===== src/rtl/qwid_pkg.sv =====
// Shared types and constants for the quiet window interactive detector.
package qwid_pkg;

    localparam int unsigned FIELD_TIME_W = 63;
    localparam int unsigned KIND_W       = 3;
    localparam int unsigned WINDOW_W     = 48;
    localparam int unsigned TOL_W        = 8;
    localparam int unsigned CFG_INDEX_W  = 1;

    localparam logic [WINDOW_W-1:0] WINDOW_RESET = 48'd5000000000;
    localparam logic [TOL_W-1:0]    TOL_RESET    = 8'd2;

    typedef enum logic [KIND_W-1:0] {
        KIND_START       = 3'd0,
        KIND_TASK_START  = 3'd1,
        KIND_TASK_END    = 3'd2,
        KIND_REQ_START   = 3'd3,
        KIND_REQ_END     = 3'd4,
        KIND_NAV_END     = 3'd5
    } kind_e;

    typedef enum logic [CFG_INDEX_W-1:0] {
        CFG_WINDOW_LENGTH     = 1'd0,
        CFG_REQUEST_TOLERANCE = 1'd1
    } cfg_index_e;

    typedef struct packed {
        logic [KIND_W-1:0]       kind;
        logic [FIELD_TIME_W-1:0] event_time;
    } in_t;

    typedef struct packed {
        logic                    reached;
        logic [FIELD_TIME_W-1:0] interactive_time;
    } out_t;

    // Decoded event class; navigation end and unused kinds leave all flags low.
    typedef struct packed {
        logic is_start;
        logic is_task_start;
        logic is_task_end;
        logic is_req_start;
        logic is_req_end;
    } ev_class_t;

endpackage


===== src/rtl/quiet_window_interactive_detector.sv =====
// Quiet window interactive detector: top level with configuration registers.
// Takes one time-ordered event per cycle unless stalled and returns one result
// per event, in order. An event passes the front-end decode register, a
// two-entry queue and the back end, which updates the quiet window state and
// loads the result register. Back-to-back events give one result per cycle when
// neither side stalls; the single back-end state update per event (two wide
// elapsed-time compares and the request counter) sets that rate. Either side
// may stall without losing or repeating items.
// Configuration writes are always taken (cfg_ready stays high) and are meant
// only while no event is in flight. Index 0 sets window_length (48 bits),
// index 1 sets request_tolerance (low 8 bits of cfg_data).
module quiet_window_interactive_detector #(
    parameter int unsigned TIME_BITS  = 63,
    parameter int unsigned COUNT_BITS = 16
) (
    input  logic                              clk,
    input  logic                              rst_n,
    input  logic                              in_valid,
    output logic                              in_ready,
    input  qwid_pkg::in_t                     in_data,
    output logic                              out_valid,
    input  logic                              out_ready,
    output qwid_pkg::out_t                    out_data,
    input  logic                              cfg_valid,
    output logic                              cfg_ready,
    input  logic [qwid_pkg::CFG_INDEX_W-1:0]  cfg_index,
    input  logic [qwid_pkg::WINDOW_W-1:0]     cfg_data
);
    import qwid_pkg::*;

    localparam int unsigned QW = $bits(ev_class_t) + TIME_BITS;

    logic [WINDOW_W-1:0]  window_length_reg;
    logic [TOL_W-1:0]     request_tolerance_reg;

    logic                 fe_valid;
    logic                 fe_ready;
    ev_class_t            fe_class;
    logic [TIME_BITS-1:0] fe_time;

    logic                 q_valid;
    logic                 q_ready;
    logic [QW-1:0]        q_data;
    ev_class_t            q_class;
    logic [TIME_BITS-1:0] q_time;

    assign cfg_ready = 1'b1;

    always_ff @(posedge clk or negedge rst_n)
    begin
        if (!rst_n)
        begin
            window_length_reg     <= WINDOW_RESET;
            request_tolerance_reg <= TOL_RESET;
        end
        else if (cfg_valid && cfg_ready)
        begin
            unique case (cfg_index_e'(cfg_index))
                CFG_WINDOW_LENGTH:     window_length_reg     <= cfg_data;
                CFG_REQUEST_TOLERANCE: request_tolerance_reg <= cfg_data[TOL_W-1:0];
                default:               window_length_reg     <= window_length_reg;
            endcase
        end
    end

    qwid_front #(
        .TIME_BITS (TIME_BITS)
    ) u_front (
        .clk      (clk),
        .rst_n    (rst_n),
        .in_valid (in_valid),
        .in_ready (in_ready),
        .in_data  (in_data),
        .ev_valid (fe_valid),
        .ev_ready (fe_ready),
        .ev_class (fe_class),
        .ev_time  (fe_time)
    );

    qwid_queue #(
        .WIDTH (QW)
    ) u_queue (
        .clk        (clk),
        .rst_n      (rst_n),
        .push_valid (fe_valid),
        .push_ready (fe_ready),
        .push_data  ({fe_class, fe_time}),
        .pop_valid  (q_valid),
        .pop_ready  (q_ready),
        .pop_data   (q_data)
    );

    assign q_class = q_data[QW-1:TIME_BITS];
    assign q_time  = q_data[TIME_BITS-1:0];

    qwid_back #(
        .TIME_BITS  (TIME_BITS),
        .COUNT_BITS (COUNT_BITS)
    ) u_back (
        .clk               (clk),
        .rst_n             (rst_n),
        .ev_valid          (q_valid),
        .ev_ready          (q_ready),
        .ev_class          (q_class),
        .ev_time           (q_time),
        .window_length     (window_length_reg),
        .request_tolerance (request_tolerance_reg),
        .out_valid         (out_valid),
        .out_ready         (out_ready),
        .out_data          (out_data)
    );

endmodule


===== src/rtl/qwid_front.sv =====
// Front end: accepts events, decodes the kind and holds them in an input register.
module qwid_front #(
    parameter int unsigned TIME_BITS = 63
) (
    input  logic                 clk,
    input  logic                 rst_n,
    input  logic                 in_valid,
    output logic                 in_ready,
    input  qwid_pkg::in_t        in_data,
    output logic                 ev_valid,
    input  logic                 ev_ready,
    output qwid_pkg::ev_class_t  ev_class,
    output logic [TIME_BITS-1:0] ev_time
);
    import qwid_pkg::*;

    logic                 valid_reg;
    logic                 valid_next;
    ev_class_t            class_reg;
    ev_class_t            class_next;
    logic [TIME_BITS-1:0] time_reg;
    logic                 load;

    assign in_ready = !valid_reg || ev_ready;
    assign load     = in_valid && in_ready;

    always_comb
    begin
        class_next = '0;
        unique case (kind_e'(in_data.kind))
            KIND_START:      class_next.is_start      = 1'b1;
            KIND_TASK_START: class_next.is_task_start = 1'b1;
            KIND_TASK_END:   class_next.is_task_end   = 1'b1;
            KIND_REQ_START:  class_next.is_req_start  = 1'b1;
            KIND_REQ_END:    class_next.is_req_end    = 1'b1;
            default:         class_next               = '0;
        endcase
    end

    always_comb
    begin
        valid_next = valid_reg;
        if (load)
        begin
            valid_next = 1'b1;
        end
        else if (ev_ready)
        begin
            valid_next = 1'b0;
        end
    end

    always_ff @(posedge clk or negedge rst_n)
    begin
        if (!rst_n)
        begin
            valid_reg <= 1'b0;
        end
        else
        begin
            valid_reg <= valid_next;
        end
    end

    // Drop the upper time bits beyond the configured width.
    always_ff @(posedge clk)
    begin
        if (load)
        begin
            class_reg <= class_next;
            time_reg  <= in_data.event_time[TIME_BITS-1:0];
        end
    end

    assign ev_valid = valid_reg;
    assign ev_class = class_reg;
    assign ev_time  = time_reg;

endmodule


===== src/rtl/qwid_queue.sv =====
// Two-entry event queue between the front end and the back end.
module qwid_queue #(
    parameter int unsigned WIDTH = 68
) (
    input  logic             clk,
    input  logic             rst_n,
    input  logic             push_valid,
    output logic             push_ready,
    input  logic [WIDTH-1:0] push_data,
    output logic             pop_valid,
    input  logic             pop_ready,
    output logic [WIDTH-1:0] pop_data
);
    import qwid_pkg::*;

    localparam int unsigned DEPTH = 2;

    logic [WIDTH-1:0] mem_reg [DEPTH];
    logic             wr_ptr_reg;
    logic             rd_ptr_reg;
    logic [1:0]       count_reg;
    logic [1:0]       count_next;
    logic             push;
    logic             pop;

    assign push_ready = (count_reg != 2'(DEPTH));
    assign pop_valid  = (count_reg != 2'd0);
    assign push       = push_valid && push_ready;
    assign pop        = pop_valid && pop_ready;
    assign pop_data   = mem_reg[rd_ptr_reg];

    always_comb
    begin
        count_next = count_reg;
        if (push && !pop)
        begin
            count_next = count_reg + 2'd1;
        end
        else if (pop && !push)
        begin
            count_next = count_reg - 2'd1;
        end
    end

    always_ff @(posedge clk or negedge rst_n)
    begin
        if (!rst_n)
        begin
            wr_ptr_reg <= 1'b0;
            rd_ptr_reg <= 1'b0;
            count_reg  <= 2'd0;
        end
        else
        begin
            count_reg <= count_next;
            if (push)
            begin
                wr_ptr_reg <= !wr_ptr_reg;
            end
            if (pop)
            begin
                rd_ptr_reg <= !rd_ptr_reg;
            end
        end
    end

    always_ff @(posedge clk)
    begin
        if (push)
        begin
            mem_reg[wr_ptr_reg] <= push_data;
        end
    end

endmodule


===== src/rtl/qwid_back.sv =====
// Back end: quiet window state, quiescence test and the result register.
module qwid_back #(
    parameter int unsigned TIME_BITS  = 63,
    parameter int unsigned COUNT_BITS = 16
) (
    input  logic                                  clk,
    input  logic                                  rst_n,
    input  logic                                  ev_valid,
    output logic                                  ev_ready,
    input  qwid_pkg::ev_class_t                   ev_class,
    input  logic [TIME_BITS-1:0]                  ev_time,
    input  logic [qwid_pkg::WINDOW_W-1:0]         window_length,
    input  logic [qwid_pkg::TOL_W-1:0]            request_tolerance,
    output logic                                  out_valid,
    input  logic                                  out_ready,
    output qwid_pkg::out_t                        out_data
);
    import qwid_pkg::*;

    // Difference width: room for both operands plus a sign bit.
    localparam int unsigned DW = ((TIME_BITS > WINDOW_W) ? TIME_BITS : WINDOW_W) + 1;
    // Counter compare width: one bit of headroom over the counter and the tolerance.
    localparam int unsigned CW = ((COUNT_BITS + 1 > TOL_W + 1) ? COUNT_BITS + 1 : TOL_W + 1);

    logic [TIME_BITS-1:0]  main_start_reg, main_start_next;
    logic                  main_valid_reg, main_valid_next;
    logic [TIME_BITS-1:0]  net_start_reg, net_start_next;
    logic                  net_valid_reg, net_valid_next;
    logic [COUNT_BITS-1:0] count_reg, count_next;
    logic                  found_reg, found_next;
    logic [TIME_BITS-1:0]  found_time_reg, found_time_next;
    logic                  out_valid_reg, out_valid_next;
    out_t                  out_data_reg, out_data_next;

    logic                  take;
    logic [DW-1:0]         main_diff;
    logic [DW-1:0]         net_diff;
    logic                  main_long;
    logic                  net_long;
    logic [CW-1:0]         count_inc;
    logic [COUNT_BITS-1:0] count_dec;

    assign ev_ready = !out_valid_reg || out_ready;
    assign take     = ev_valid && ev_ready;

    // Signed elapsed time per window; a negative difference never passes.
    assign main_diff = DW'(ev_time) - DW'(main_start_reg);
    assign net_diff  = DW'(ev_time) - DW'(net_start_reg);
    assign main_long = !main_diff[DW-1] && (main_diff > DW'(window_length));
    assign net_long  = !net_diff[DW-1] && (net_diff > DW'(window_length));

    assign count_inc = CW'(count_reg) + CW'(1);
    assign count_dec = count_reg - COUNT_BITS'(1);

    always_comb
    begin
        main_start_next = main_start_reg;
        main_valid_next = main_valid_reg;
        net_start_next  = net_start_reg;
        net_valid_next  = net_valid_reg;
        count_next      = count_reg;
        found_next      = found_reg;
        found_time_next = found_time_reg;

        if (ev_class.is_start)
        begin
            main_start_next = ev_time;
            main_valid_next = 1'b1;
            net_start_next  = ev_time;
            net_valid_next  = 1'b1;
            count_next      = '0;
            found_next      = 1'b0;
            found_time_next = '0;
        end
        else if (!found_reg)
        begin
            if (main_valid_reg && net_valid_reg && main_long && net_long)
            begin
                found_next      = 1'b1;
                found_time_next = main_start_reg;
            end
            else if (ev_class.is_task_start)
            begin
                main_valid_next = 1'b0;
            end
            else if (ev_class.is_task_end)
            begin
                main_start_next = ev_time;
                main_valid_next = 1'b1;
            end
            else if (ev_class.is_req_start)
            begin
                if (count_inc > CW'(request_tolerance))
                begin
                    net_valid_next = 1'b0;
                end
                // Hold the counter at its top value.
                if (count_reg != {COUNT_BITS{1'b1}})
                begin
                    count_next = count_inc[COUNT_BITS-1:0];
                end
            end
            else if (ev_class.is_req_end)
            begin
                if (count_reg != '0)
                begin
                    count_next = count_dec;
                    if (CW'(count_dec) == CW'(request_tolerance))
                    begin
                        net_start_next = ev_time;
                        net_valid_next = 1'b1;
                    end
                end
            end
        end
    end

    always_comb
    begin
        out_valid_next = out_valid_reg;
        out_data_next  = out_data_reg;
        if (take)
        begin
            out_valid_next                 = 1'b1;
            out_data_next.reached          = found_next;
            out_data_next.interactive_time =
                found_next ? FIELD_TIME_W'(found_time_next) : '0;
        end
        else if (out_ready)
        begin
            out_valid_next = 1'b0;
        end
    end

    always_ff @(posedge clk or negedge rst_n)
    begin
        if (!rst_n)
        begin
            main_start_reg <= '0;
            main_valid_reg <= 1'b0;
            net_start_reg  <= '0;
            net_valid_reg  <= 1'b0;
            count_reg      <= '0;
            found_reg      <= 1'b0;
            found_time_reg <= '0;
            out_valid_reg  <= 1'b0;
        end
        else
        begin
            out_valid_reg <= out_valid_next;
            if (take)
            begin
                main_start_reg <= main_start_next;
                main_valid_reg <= main_valid_next;
                net_start_reg  <= net_start_next;
                net_valid_reg  <= net_valid_next;
                count_reg      <= count_next;
                found_reg      <= found_next;
                found_time_reg <= found_time_next;
            end
        end
    end

    always_ff @(posedge clk)
    begin
        out_data_reg <= out_data_next;
    end

    assign out_valid = out_valid_reg;
    assign out_data  = out_data_reg;

endmodule


===== config.mk =====
export PLATFORM = sky130hd
export DESIGN_NAME = quiet_window_interactive_detector
export DESIGN_NICKNAME = d
export VERILOG_FILES = /design/src/rtl/qwid_pkg.sv /design/src/rtl/quiet_window_interactive_detector.sv /design/src/rtl/qwid_front.sv /design/src/rtl/qwid_queue.sv /design/src/rtl/qwid_back.sv
export SDC_FILE = /design/constraint.sdc
export NUM_CORES = 1
export LEC_CHECK = 0
export ABC_CLOCK_PERIOD_IN_PS = 9300
export BUFFER_PORTS_ARGS = -buffer_cell sky130_fd_sc_hd__buf_2
export CAP_MARGIN = 15
export CORE_MARGIN = 2
export CORE_UTILIZATION = 43
export DETAILED_ROUTE_END_ITERATION = 8
export PLACE_DENSITY = 0.6
export SLEW_MARGIN = 20
export SYNTH_ARGS = -nofsm -noshare
export SYNTH_HDL_FRONTEND = slang
export SYNTH_SLANG_ARGS = --single-unit

===== constraint.sdc =====
create_clock -name clk -period 9.3 [get_ports clk]
set_clock_uncertainty 0.2 [all_clocks]
set_input_delay 0.93 -clock clk [delete_from_list [all_inputs] [get_ports clk]]
set_output_delay 0.93 -clock clk [all_outputs]
set_load 0.005 [all_outputs]

### Word-level counts from Yosys, hierarchy flattened

Memory sizes are Yosys's and may differ from the RTL's.
Cells that the tools add are included.

* $add $sub $neg: 6
* order comparisons: 3
* equal/unequal tests: 14
* multiplexer cells: 57
* bitwise logic cells: 1
* reductions and logical operators: 41

Operators by type and width (count)
* 63-bit 2-to-1 mux: 17
* 16-bit 2-to-1 mux: 9
* 64-bit by 48-bit greater-than comparator with 1-bit output: 2
* 63-bit by 63-bit subtractor with 64-bit output: 2
* 1-bit 2-to-1 mux: 29
* 9-bit AND reduction: 2
* 16-bit by 1-bit adder with 17-bit output (second input constant): 1
* 17-bit by 8-bit greater-than comparator with 1-bit output: 1
* 16-bit by 8-bit equality test with 1-bit output: 1
* 16-bit != test (second input constant): 1
* 16-bit nonzero test: 1
* 2-bit nonzero test: 8
* 16-bit by 1-bit subtractor with 16-bit output (second input constant): 1
* 3-bit nonzero test: 4
* 1-bit logical AND: 10
* 1-bit zero test: 8
* 8-bit AND reduction: 1
* 3-bit by 2-bit equality test with 1-bit output (second input constant): 2
* 2-bit by 1-bit != test with 1-bit output (second input constant): 3
* 2-bit != test (second input constant): 3
* 3-bit by 1-bit != test with 1-bit output (second input constant): 2
* 5-bit AND reduction: 1
* 2-bit 2-to-1 mux: 2
* 2-bit AND reduction: 2
* other kinds (8): 9

* register bits after elaboration: 402
* RAM bits: 136
* input port bits: 120
* logic and storage cells: 145
* memories: 1

Memories
* u_queue.mem_reg: words 2, bits a word 68, rd ports 1, clocked after memory_dff 0, wr ports 1, RTL line qwid_queue.sv:18 `logic [WIDTH-1:0] mem_reg [DEPTH];`

### Longest topological paths before layout

Gate-level depths: netlist of run 1.

* depth in word-level cells: 11
* depth in mapped cells: 35
* mapped depth without buffers: 29

### Cells and area by module

Synthesis of run 1 repeated with hierarchy kept, for this count alone.

* cells, all modules: 3438
* area total of the unflattened synthesis: 34104.0 µm²

By module, submodules not included
* qwid_back: instances 1, cells an instance 3010, area an instance 24634.9 µm², sequential area each 7151.9 µm²
* qwid_queue: instances 1, cells an instance 230, area an instance 5143.7 µm², sequential area each 4184.0 µm²
* quiet_window_interactive_detector: instances 1, cells an instance 121, area an instance 2194.6 µm², sequential area each 1416.4 µm²
* qwid_front: instances 1, cells an instance 77, area an instance 2130.8 µm², sequential area each 2067.0 µm²

### Worst setup path before layout of run 1

Ideal clock, no wire load.

* kind: flip-flop to flip-flop
* start point: reg u_queue.rd_ptr_reg
* end point: reg u_back.main_start_reg[10]
* arrival: 8.230 ns
* setup slack: 0.745 ns
* cell stages (with the launch flop): 35
* buffers on the path: 5
* cells stage by stage: dfrtp_1 clkbuf_1 buf_1 clkbuf_1 mux2_2 inv_1 ha_1 inv_1 fa_1 a21o_1 a221o_2 or4b_1 a2111oi_2 o21ai_2 nand2_1 a21oi_1 o21bai_1 a21oi_1 xnor2_1 ha_1 a41o_1 a21oi_1 nor3_1 or4b_2 nor4_1 a21oi_1 nor4b_1 o2111ai_1 or4_1 nand4b_4 and3_1 buf_2 o41ai_4 buf_6 mux2_2

* cells in the longest elaborated chain, start to end: 8
* elaborated cells on any way between the ends: 21
* classes of those cells: 2 x add/sub; 2 x order compare; 3 x eq/ne; 5 x mux; 8 x reduce/logical; 1 x memory

Ends and longest elaborated chain
* from (decl): RTL line qwid_queue.sv:20 `logic rd_ptr_reg;`
* from (signal assigned): RTL line qwid_queue.sv:62 `rd_ptr_reg <= !rd_ptr_reg;`
* memory read 2 x 68 bit (*)
* 63-bit by 63-bit subtractor with 64-bit output: RTL line qwid_back.sv:47 `assign main_diff = DW'(ev_time) - DW'(main_start_reg);`
* 64-bit by 48-bit greater-than comparator with 1-bit output / 1-bit zero test (equally long branches): RTL line qwid_back.sv:49 `assign main_long = !main_diff[DW-1] && (main_diff > DW'(window_length));`
* 1-bit logical AND: RTL line qwid_back.sv:49
* 1-bit logical AND (2 in series): RTL line qwid_back.sv:77 `if (main_valid_reg && net_valid_reg && main_long && net_long)`
* 2-bit != test (no line)
* 5-bit AND reduction (no line)
* to (signal assigned): RTL line qwid_back.sv:153 `main_start_reg <= main_start_next;`
* to (decl): RTL line qwid_back.sv:25 `logic [TIME_BITS-1:0] main_start_reg, main_start_next;`

Every way passes the cells marked *; elsewhere a longest branch is shown, timed or not. The select of a mux whose other input is x is not followed.
A chain may end at the register's enable or synchronous reset.

### Worst setup path after layout of run 1

* start point: reg u_queue.rd_ptr_reg
* end point: reg u_back.net_start_reg[10]

* cells in the longest elaborated chain, start to end: 10
* elaborated cells on any way between the ends: 29
* classes of those cells: 2 x add/sub; 2 x order compare; 5 x eq/ne; 9 x mux; 10 x reduce/logical; 1 x memory

Ends and longest elaborated chain
* memory read 2 x 68 bit (*)
* branches (longest 9 deep; another with 63-bit by 63-bit subtractor with 64-bit output)
* to (signal assigned): RTL line qwid_back.sv:155 `net_start_reg <= net_start_next;`
* to (decl): RTL line qwid_back.sv:27 `logic [TIME_BITS-1:0] net_start_reg, net_start_next;`

Every way passes the cells marked *. The select of a mux whose other input is x is not followed.

==> results.cfg, run 1 <==
[flow_run]
maxCapViolations = 0

[min_path]
hold_class = in -> async

[critical_path]
worst_ep_required_time_ns = 9.60
worstSetupPathType = reg -> reg
start_kind = register
cp_slowest_cell = or4b_2
arrival_ns = 8.92
cpPeakStageDelay_ns = 0.62
crit_path_end_kind = register
crit_fanout = 46
ff2ff_setup_slack_ns = 0.67

[yosys]
synth-seq-area-share_pct = 46.5
syn-cell-area_um2 = 31900
syn-num-nets = 3422
synth_xor_area_share_pct = 3.71
synthMuxAreaShare_pct = 9.54
ys_ff_latch = 538
synth_top_family_by_area = compound AO/OA/AOI/OAI gates
synth_edf_count = 268
yosysWarnings = 0
yosys.area_share.simple_pct = 11.6
postSynthCellCount = 3066
async_flop_share_pct = 50.2
avgSynthCellArea_um2 = 10.4
synthAdderAreaFrac_pct = 9.31
synth_compound_area_share_pct = 15.1
yosysUniqueCellTypes = 83
synthFlopType = edfxtp_1

[die]
die_y_um = 276
ios = 187
initial_core_util_pct = 43.6
core.rowCount = 99
die_w_um = 276
die_area_um2 = 76300
core_um2 = 73200

[layout]
area_growth_pct = 13.4
final_cell_mix = edfxtp_1, nand2_1, dfrtp_1, ha_1, a21oi_1
mostFrequentLayoutCell = edfxtp_1
drive_gt1_share_pct = 17.9
fillers = 6733
largest_reg_flops = 136
layout.nets = 3598

[grt]
overflow = 0
grt_pass1_vias = 24852
gr-usage-met1_pct = 36.5
met3_usage_pct = 3.49
grt-busiest-layer = met2
grt_pass1_wl_um = 151000
grtUsageTotal_pct = 25.5
use_met2_pct = 41.0
grt_max_degree = 138
antenna_found_initial = 1

[clock_network]
cts-root-buf = clkbuf_16
clk-insertion-delay-late_ns = 0.63
cts_tree = yes
numClockSinks = 538
htreeDepth = 2
clk_path_buf_depth = 3
cts_resized = 0
numCtsBuffers = 58
postCtsHoldBufs = 0
clk_pin_slew_ns = 0.06
post_cts_buffers = 0

[sta]
finalWorstPathRequiredPeriod_ns = 8.63
period_share_pct = 92.8
tightest_slew_ns = 1.18
rsz0062_at_grt = no
maxSlewHeadroom_pct = 20.2
slew_violations = 0
hold_viol = 0
setup_viol = 0
fin_setup_tns_ns = 0
fmaxAchievable_ghz = 0.116

[place]
dp_hpwl_um = 76400
io_buffer_count = 185
place.gp.congestion = 0.966

[drt]
routed-via-count = 24788
ant_nets = 0
routed_via_density = 5.83
firstDrtPassIters = 6
route.detailed.drc = 0
initialDrtViolationCount = 1747
post_drt_wl_per_cell_um = 23.3
wl_um = 99300

[outcome]
outcome = finished, final reports clean
==> cell families (layout without fill, tap and decap cells) <==
family          after synthesis  after routing
simple gates                784            784
compound gates              751            751
flops                       538            538
buf+inv                     343            569
mux                         278            278
fa+ha+maj                   236            236
xor+xnor                    135            135
other cells                   1              3
==> synth_stat cells (all sizes together) (9+ instances only) <==
| cell | instances | area share (%) |
|---|---|---|
| nand3 | 38 | 0.60 |
| ha | 234 | 9.2 |
| nor2b | 21 | 0.41 |
| buf | 25 | 0.47 |
| clkbuf | 103 | 1.2 |
| inv | 215 | 2.5 |
| nor4 | 15 | 0.29 |
| nor3 | 45 | 0.71 |
| o21bai | 15 | 0.35 |
| o21ai | 184 | 2.9 |
| edfxtp | 268 | 25 |
| mux2 | 207 | 7.3 |
| nand2b | 18 | 0.35 |
| nand2 | 258 | 3.0 |
| a31oi | 31 | 0.61 |
| and3 | 20 | 0.39 |
| nand4 | 83 | 1.6 |
| a21o | 71 | 1.7 |
| a21oi | 218 | 3.4 |
| a211oi | 23 | 0.54 |
| xnor2 | 79 | 2.2 |
| dfrtp | 258 | 20 |
| and2 | 10 | 0.20 |
| dfstp | 12 | 0.99 |
| o21a | 26 | 0.61 |
| a221oi | 9 | 0.27 |
| a22o | 66 | 1.8 |
| and4 | 13 | 0.36 |
| nor2 | 215 | 2.5 |
| o211ai | 16 | 0.38 |
| xor2 | 56 | 1.5 |
| or3 | 17 | 0.33 |
| a21boi | 12 | 0.28 |
| mux2i | 71 | 2.2 |
==> metal layers <==
layer | vias up | part of all wire [%] | routed length, µm
met4 | 0 | 2.0 | 2010
li1 | 11578 | - | -
met1 | 12341 | 47 | 46800
met5 | - | 0 | 0
met2 | 768 | 46 | 45400
met3 | 101 | 5.1 | 5090
==> layout make-up <==
cell class | count | area [µm²] | area share, %
clock buffer | 70 | 1600 | 4.43
multi-input combinational | 2185 | 15800 | 43.6
tap | 959 | 1200 | 3.32
sequential | 538 | 14800 | 41.0
timing repair buffer | 244 | 1530 | 4.23
clock inverter | 40 | 429 | 1.19
inverter | 215 | 808 | 2.24
antenna | 2 | 5.00 | 0.0138
==> path summary, 6_finish.rpt <==
kind,startpoint,endpoint,cells past startpoint
min,rst_n,u_back.found_time_reg[7],1
max in group asynchronous,rst_n,u_back.found_time_reg[40],2
min reg2reg,u_front.ev_time[13],u_queue.mem_reg[0][13],0
max,u_queue.rd_ptr_reg,u_back.net_start_reg[10],30
min in group clk,u_front.ev_time[13],u_queue.mem_reg[0][13],0
max reg2reg,u_queue.rd_ptr_reg,u_back.net_start_reg[10],30
==> through the flow <==
stage / util, % / setup slack [ns] / hold WS [ns] / cell area (µm²) / instances
after floorplan: - / 0.745 / 0.221 / 31900 / 3066
after global placement: 46.6 / 0.871 / 0.224 / 34100 / 4141
after detailed placement: 46.6 / 0.739 / 0.231 / 34100 / 4141
after CTS: 49.4 / 0.697 / 0.0844 / 36100 / 4251
after global routing: 49.4 / 0.264 / 0.117 / 36200 / 4251
final: 49.4 / 0.672 / 0.0637 / 36200 / 4253
==> critical path, delay by kind of cell, from the launching register on <==
family                     cells  cell delay [ns]
xor gates and xnor gates       1             0.21
DFF                            1             0.42
AOI/OAI and AO/OA              9             2.39
and+or+nand+nor               10             3.18
muxes                          2             0.62
adders and majority gates      3             0.70
buffers and inverters          5             0.65
Power of run 1 is not shown: default switching activity piles up to over one toggle a cycle in this logic, so the estimate is an artifact.
==> inputs of run 2 (changes only) <==
HOLD_SLACK_MARGIN = 0.08   (was unset)
REMOVE_ABC_BUFFERS = 1   (was unset)
==> run 2 against run 1 <==
  * Clock-buffer cell count shrank 4
  * Utilization grew 0.15 points
  * Design area grew 0.30%
  * Die area is the same
  * Sequential share of layout area shrank 0.12 points
  * Setup slack lost 0.17 ns
  * Register-to-register slack lost 0.17 ns
  * Wire length grew 2.1%
  * Critical path depth shrank 3
  * Critical path type unchanged
  * Largest cell class unchanged
  * Highest routed layer unchanged
==> results.cfg, run 2 (synthesis results as in run 1) <==
[outcome]
outcome = finished, final reports clean

[clock_network]
cts-root-buf = clkbuf_16
numClockSinks = 538
numCtsBuffers = 58
postCtsHoldBufs = 0
htreeDepth = 2
clk_path_buf_depth = 3
cts_tree = yes
clk_pin_slew_ns = 0.06
clk-insertion-delay-late_ns = 0.64
cts_resized = 0
post_cts_buffers = 0

[die]
core_um2 = 73200
die_w_um = 276
die_area_um2 = 76300
core.rowCount = 99
initial_core_util_pct = 43.6
ios = 187
die_y_um = 276

[layout]
diodes = 0
area_growth_pct = 13.7
layout.nets = 3606
final_cell_mix = edfxtp_1, nand2_1, dfrtp_1, ha_1, a21oi_1
final_core_util_pct = 49.5
mostFrequentLayoutCell = edfxtp_1
largest_reg_flops = 136
drive_gt1_share_pct = 18.0

[critical_path]
r2r-start = u_queue.rd_ptr_reg
cpPeakStageDelay_ns = 0.78
ff2ff_setup_slack_ns = 0.50
r2r_end = u_back.main_start_reg[15]
cp_slowest_cell = dfrtp_4
worstSetupPathType = reg -> reg
path_common_cell = a21oi_1
endpoint = u_back.main_start_reg[15]
crit_start = u_queue.rd_ptr_reg
arrival_ns = 9.11
start_kind = register
r2r_cells = 27
crit_fanout = 24
worst_ep_required_time_ns = 9.61
crit_path_end_kind = register

[drt]
wl_um = 101000
routed-via-count = 24820
initialDrtViolationCount = 1930
ant_nets = 0
routed_via_density = 5.83
route.detailed.drc = 0
firstDrtPassIters = 5
post_drt_wl_per_cell_um = 23.8

[grt]
grt_max_degree = 99
overflow = 0
grtUsageTotal_pct = 26.2
grt_pass1_wl_um = 154000
grt_pass1_vias = 24595
antenna_found_initial = 5

[sta]
finalWorstPathRequiredPeriod_ns = 8.80
tightest_slew_ns = 1.05
period_share_pct = 94.6
maxSlewHeadroom_pct = 29.8
hold_viol = 0
fmaxAchievable_ghz = 0.114
setup_viol = 0
rsz0062_at_grt = no
slew_violations = 0

[place]
dp_hpwl_um = 78700
place.gp.congestion = 0.969
io_buffer_count = 185

[flow_run]
maxCapViolations = 0

[min_path]
hold_class = in -> async
==> run 2: worst min-delay path by stage <==
| stage | slack (ns) | start | end |
|---|---|---|---|
| floorplan | 0.22 | u_front.ev_time[0] | u_queue.mem_reg[0][0] |
| detailed placement | 0.23 | u_front.ev_time[22] | u_queue.mem_reg[0][22] |
| CTS | 0.17 | rst_n | u_queue.count_reg[0] |
| finish | 0.14 | rst_n | u_queue.count_reg[0] |
| global placement | 0.22 | u_front.ev_time[17] | u_queue.mem_reg[0][17] |
| global route | 0.20 | rst_n | u_queue.wr_ptr_reg |
==> run 2: final cells by class <==
cell class / count / area, µm²
Clock buffer: 66 / 1540
Clock inverter: 44 / 531
Fill cell: 6690 / 36900
Inverter: 215 / 808
Multi-Input combinational cell: 2185 / 15800
Sequential cell: 538 / 14800
Tap cell: 959 / 1200
Timing Repair Buffer: 252 / 1600
==> run 2: critical path: cells and delay by family, from the launching register on <==
family / cells / cell delay, ns
AO/OA/AOI/OAI: 11 / 2.43
XOR/XNOR: 1 / 0.17
adder cells (fa/ha/maj): 2 / 0.59
buffers and inverters: 1 / 0.37
flip-flops: 1 / 0.78
multiplexers: 2 / 0.82
AND/OR/NAND/NOR: 10 / 3.19
==> run 2: metrics by stage <==
stage | hold WS, ns | setup slack, ns | cell area (µm²) | setup TNS [ns] | instances
after floorplan | 0.221 | -3.29 | 31400 | -371.12 | 2938
after global placement | 0.223 | 0.557 | 34200 | 0 | 4148
after detailed placement | 0.229 | 0.330 | 34200 | 0 | 4148
after CTS | 0.167 | 0.298 | 36200 | 0 | 4258
after global routing | 0.199 | 0.0720 | 36300 | 0 | 4259
final | 0.143 | 0.499 | 36300 | 0 | 4259
==> run 2: layer usage <==
metal | vias up | GRT usage, % | routed length (µm)
li1 | 11586 | - | -
met2 | 709 | 39.5 | 43700
met1 | 12396 | 39.9 | 50000
met5 | - | 0 | 0
met4 | 0 | 6.66 | 2450
met3 | 129 | 3.19 | 5230
Power of run 2 is left out for the same reason.
==> inputs of run 3 (changes only) <==
PLACE_DENSITY = 0.71   (was 0.6)
==> run 3 against run 2 <==
  * Global-route usage down 3.4 points
  * First-iteration DRC count increased by 8.0%
  * Sequential share of layout area increased by 0.41 points
  * Register-to-register slack better by 0.17 ns
  * Wire length is 13% lower
==> results.cfg, run 3 (synthesis results as in run 1) <==
[critical_path]
r2r_cells = 27
ff2ff_setup_slack_ns = 0.66
cpPeakStageDelay_ns = 0.66
start_kind = register
r2r-start = u_queue.rd_ptr_reg
path_common_cell = a21oi_1
cp_slowest_cell = dfrtp_4
r2r_end = u_back.main_start_reg[49]
crit_fanout = 49
worstSetupPathType = reg -> reg
worst_ep_required_time_ns = 9.60
arrival_ns = 8.94
crit_path_end_kind = register

[layout]
drive_gt1_share_pct = 17.2
mostFrequentLayoutCell = edfxtp_1
largest_reg_flops = 136
layout.nets = 3574
final_cell_mix = edfxtp_1, nand2_1, dfrtp_1, ha_1, a21oi_1
area_growth_pct = 12.6
fillers = 6664

[place]
io_buffer_count = 185
place.gp.congestion = 1.00
post-place-ws_ns = 0.605
dp_hpwl_um = 67100

[clock_network]
clk_pin_slew_ns = 0.06
clk_path_buf_depth = 3
clk-insertion-delay-late_ns = 0.65
numCtsBuffers = 57
cts-root-buf = clkbuf_16
numClockSinks = 538
htreeDepth = 2
cts_tree = yes
postCtsHoldBufs = 0

[drt]
routed-via-count = 24332
post_drt_wl_per_cell_um = 21.0
initialDrtViolationCount = 2084
route.detailed.drc = 0
ant_nets = 0
wl_um = 88600
firstDrtPassIters = 5
routed_via_density = 5.76

[grt]
antenna_found_initial = 2
overflow = 0
grt_max_degree = 96
grtUsageTotal_pct = 22.8
grt_pass1_vias = 23770
grt_pass1_wl_um = 138000

[die]
die_y_um = 276
die_area_um2 = 76300
initial_core_util_pct = 43.6
ios = 187
core.rowCount = 99
die_w_um = 276
core_um2 = 73200

[sta]
maxSlewHeadroom_pct = 33.0
setup_viol = 0
hold_viol = 0
slew_violations = 0
fin_ws_ns = 0.665
fmaxAchievable_ghz = 0.116
rsz0062_at_grt = no
tightest_slew_ns = 0.979
period_share_pct = 92.9
finalWorstPathRequiredPeriod_ns = 8.64

[min_path]
hold_class = in -> async

[flow_run]
maxCapViolations = 0

[outcome]
outcome = finished, final reports clean
-- run 3: changes by cell type in the layout (fill, tap and decap cells not counted), sizes merged --
| cell | delta |
|---|---|
| clkinvlp | -7 |
| inv | +2 |
| clkbuf | +15 |
| clkinv | -5 |
| bufinv | -7 |
| buf | -31 |
| diode | +1 |
-- run 3: critical path, delay by kind of cell, from the launching register on --
family | cells | cell delay, ns
buffers and inverters | 2 | 0.56
AND/OR/NAND/NOR | 11 | 3.19
AO/OA/AOI/OAI | 9 | 2.05
multiplexers | 2 | 0.78
flip-flops | 1 | 0.66
adder cells (fa/ha/maj) | 2 | 0.70
XOR/XNOR | 1 | 0.23
-- run 3: final cells by class --
class / count / area (µm²) / share of cell area, %
Multi-Input combinational cell: 2185 / 15800 / 43.9
Clock buffer: 81 / 1710 / 4.77
Clock inverter: 27 / 251 / 0.700
Sequential cell: 538 / 14800 / 41.3
Antenna cell: 1 / 2.50 / 0.00697
Tap cell: 959 / 1200 / 3.34
Timing Repair Buffer: 221 / 1340 / 3.74
Inverter: 215 / 807 / 2.25
-- run 3: timing repair --
item                                    in CTS  in global routing
setup buffers                                0                  1
gates resized for setup                      0                  0
hold endpoints to repair                     0                  0
endpoints found under the setup margin       0                 46
-- run 3: layer usage --
metal | global-route usage [%] | part of all wire, % | up-vias
met1 | 32.7 | 47 | 11970
li1 | - | - | 11541
met4 | 5.69 | 2.4 | 0
met5 | 0 | 0 | -
met3 | 3.11 | 5.4 | 126
met2 | 36.5 | 45 | 695
-- run 3: stage by stage --
stage / cells / setup TNS, ns / instance area [µm²] / utilization, % / hold slack (ns)
2_1_floorplan: 2938 / -371.12 / 31400 / - / 0.221
3_3_place_gp: 4115 / 0 / 33900 / 46.3 / 0.222
3_5_place_dp: 4115 / 0 / 33900 / 46.3 / 0.229
4_1_cts: 4223 / 0 / 35800 / 49.0 / 0.136
5_1_grt: 4227 / 0 / 35900 / 49.1 / 0.163
6_report: 4227 / 0 / 35900 / 49.1 / 0.123
-- run 3: worst max-delay path by stage --
| stage | from | slack (ns) | cells after the start | end |
|---|---|---|---|---|
| final | u_queue.rd_ptr_reg | 0.66 | 27 | u_back.main_start_reg[49] |
| after global placement | u_queue.rd_ptr_reg | 0.78 | 27 | u_back.main_start_reg[42] |
| after CTS | u_queue.rd_ptr_reg | 0.58 | 27 | u_back.main_start_reg[54] |
| after global routing | u_queue.rd_ptr_reg | 0.14 | 27 | u_back.main_start_reg[49] |
| after detailed placement | u_queue.rd_ptr_reg | 0.60 | 27 | u_back.main_start_reg[57] |
| after floorplan | u_queue.rd_ptr_reg | -3.29 | 27 | u_back.found_time_reg[0] |
Power of run 3 is left out for the same reason.
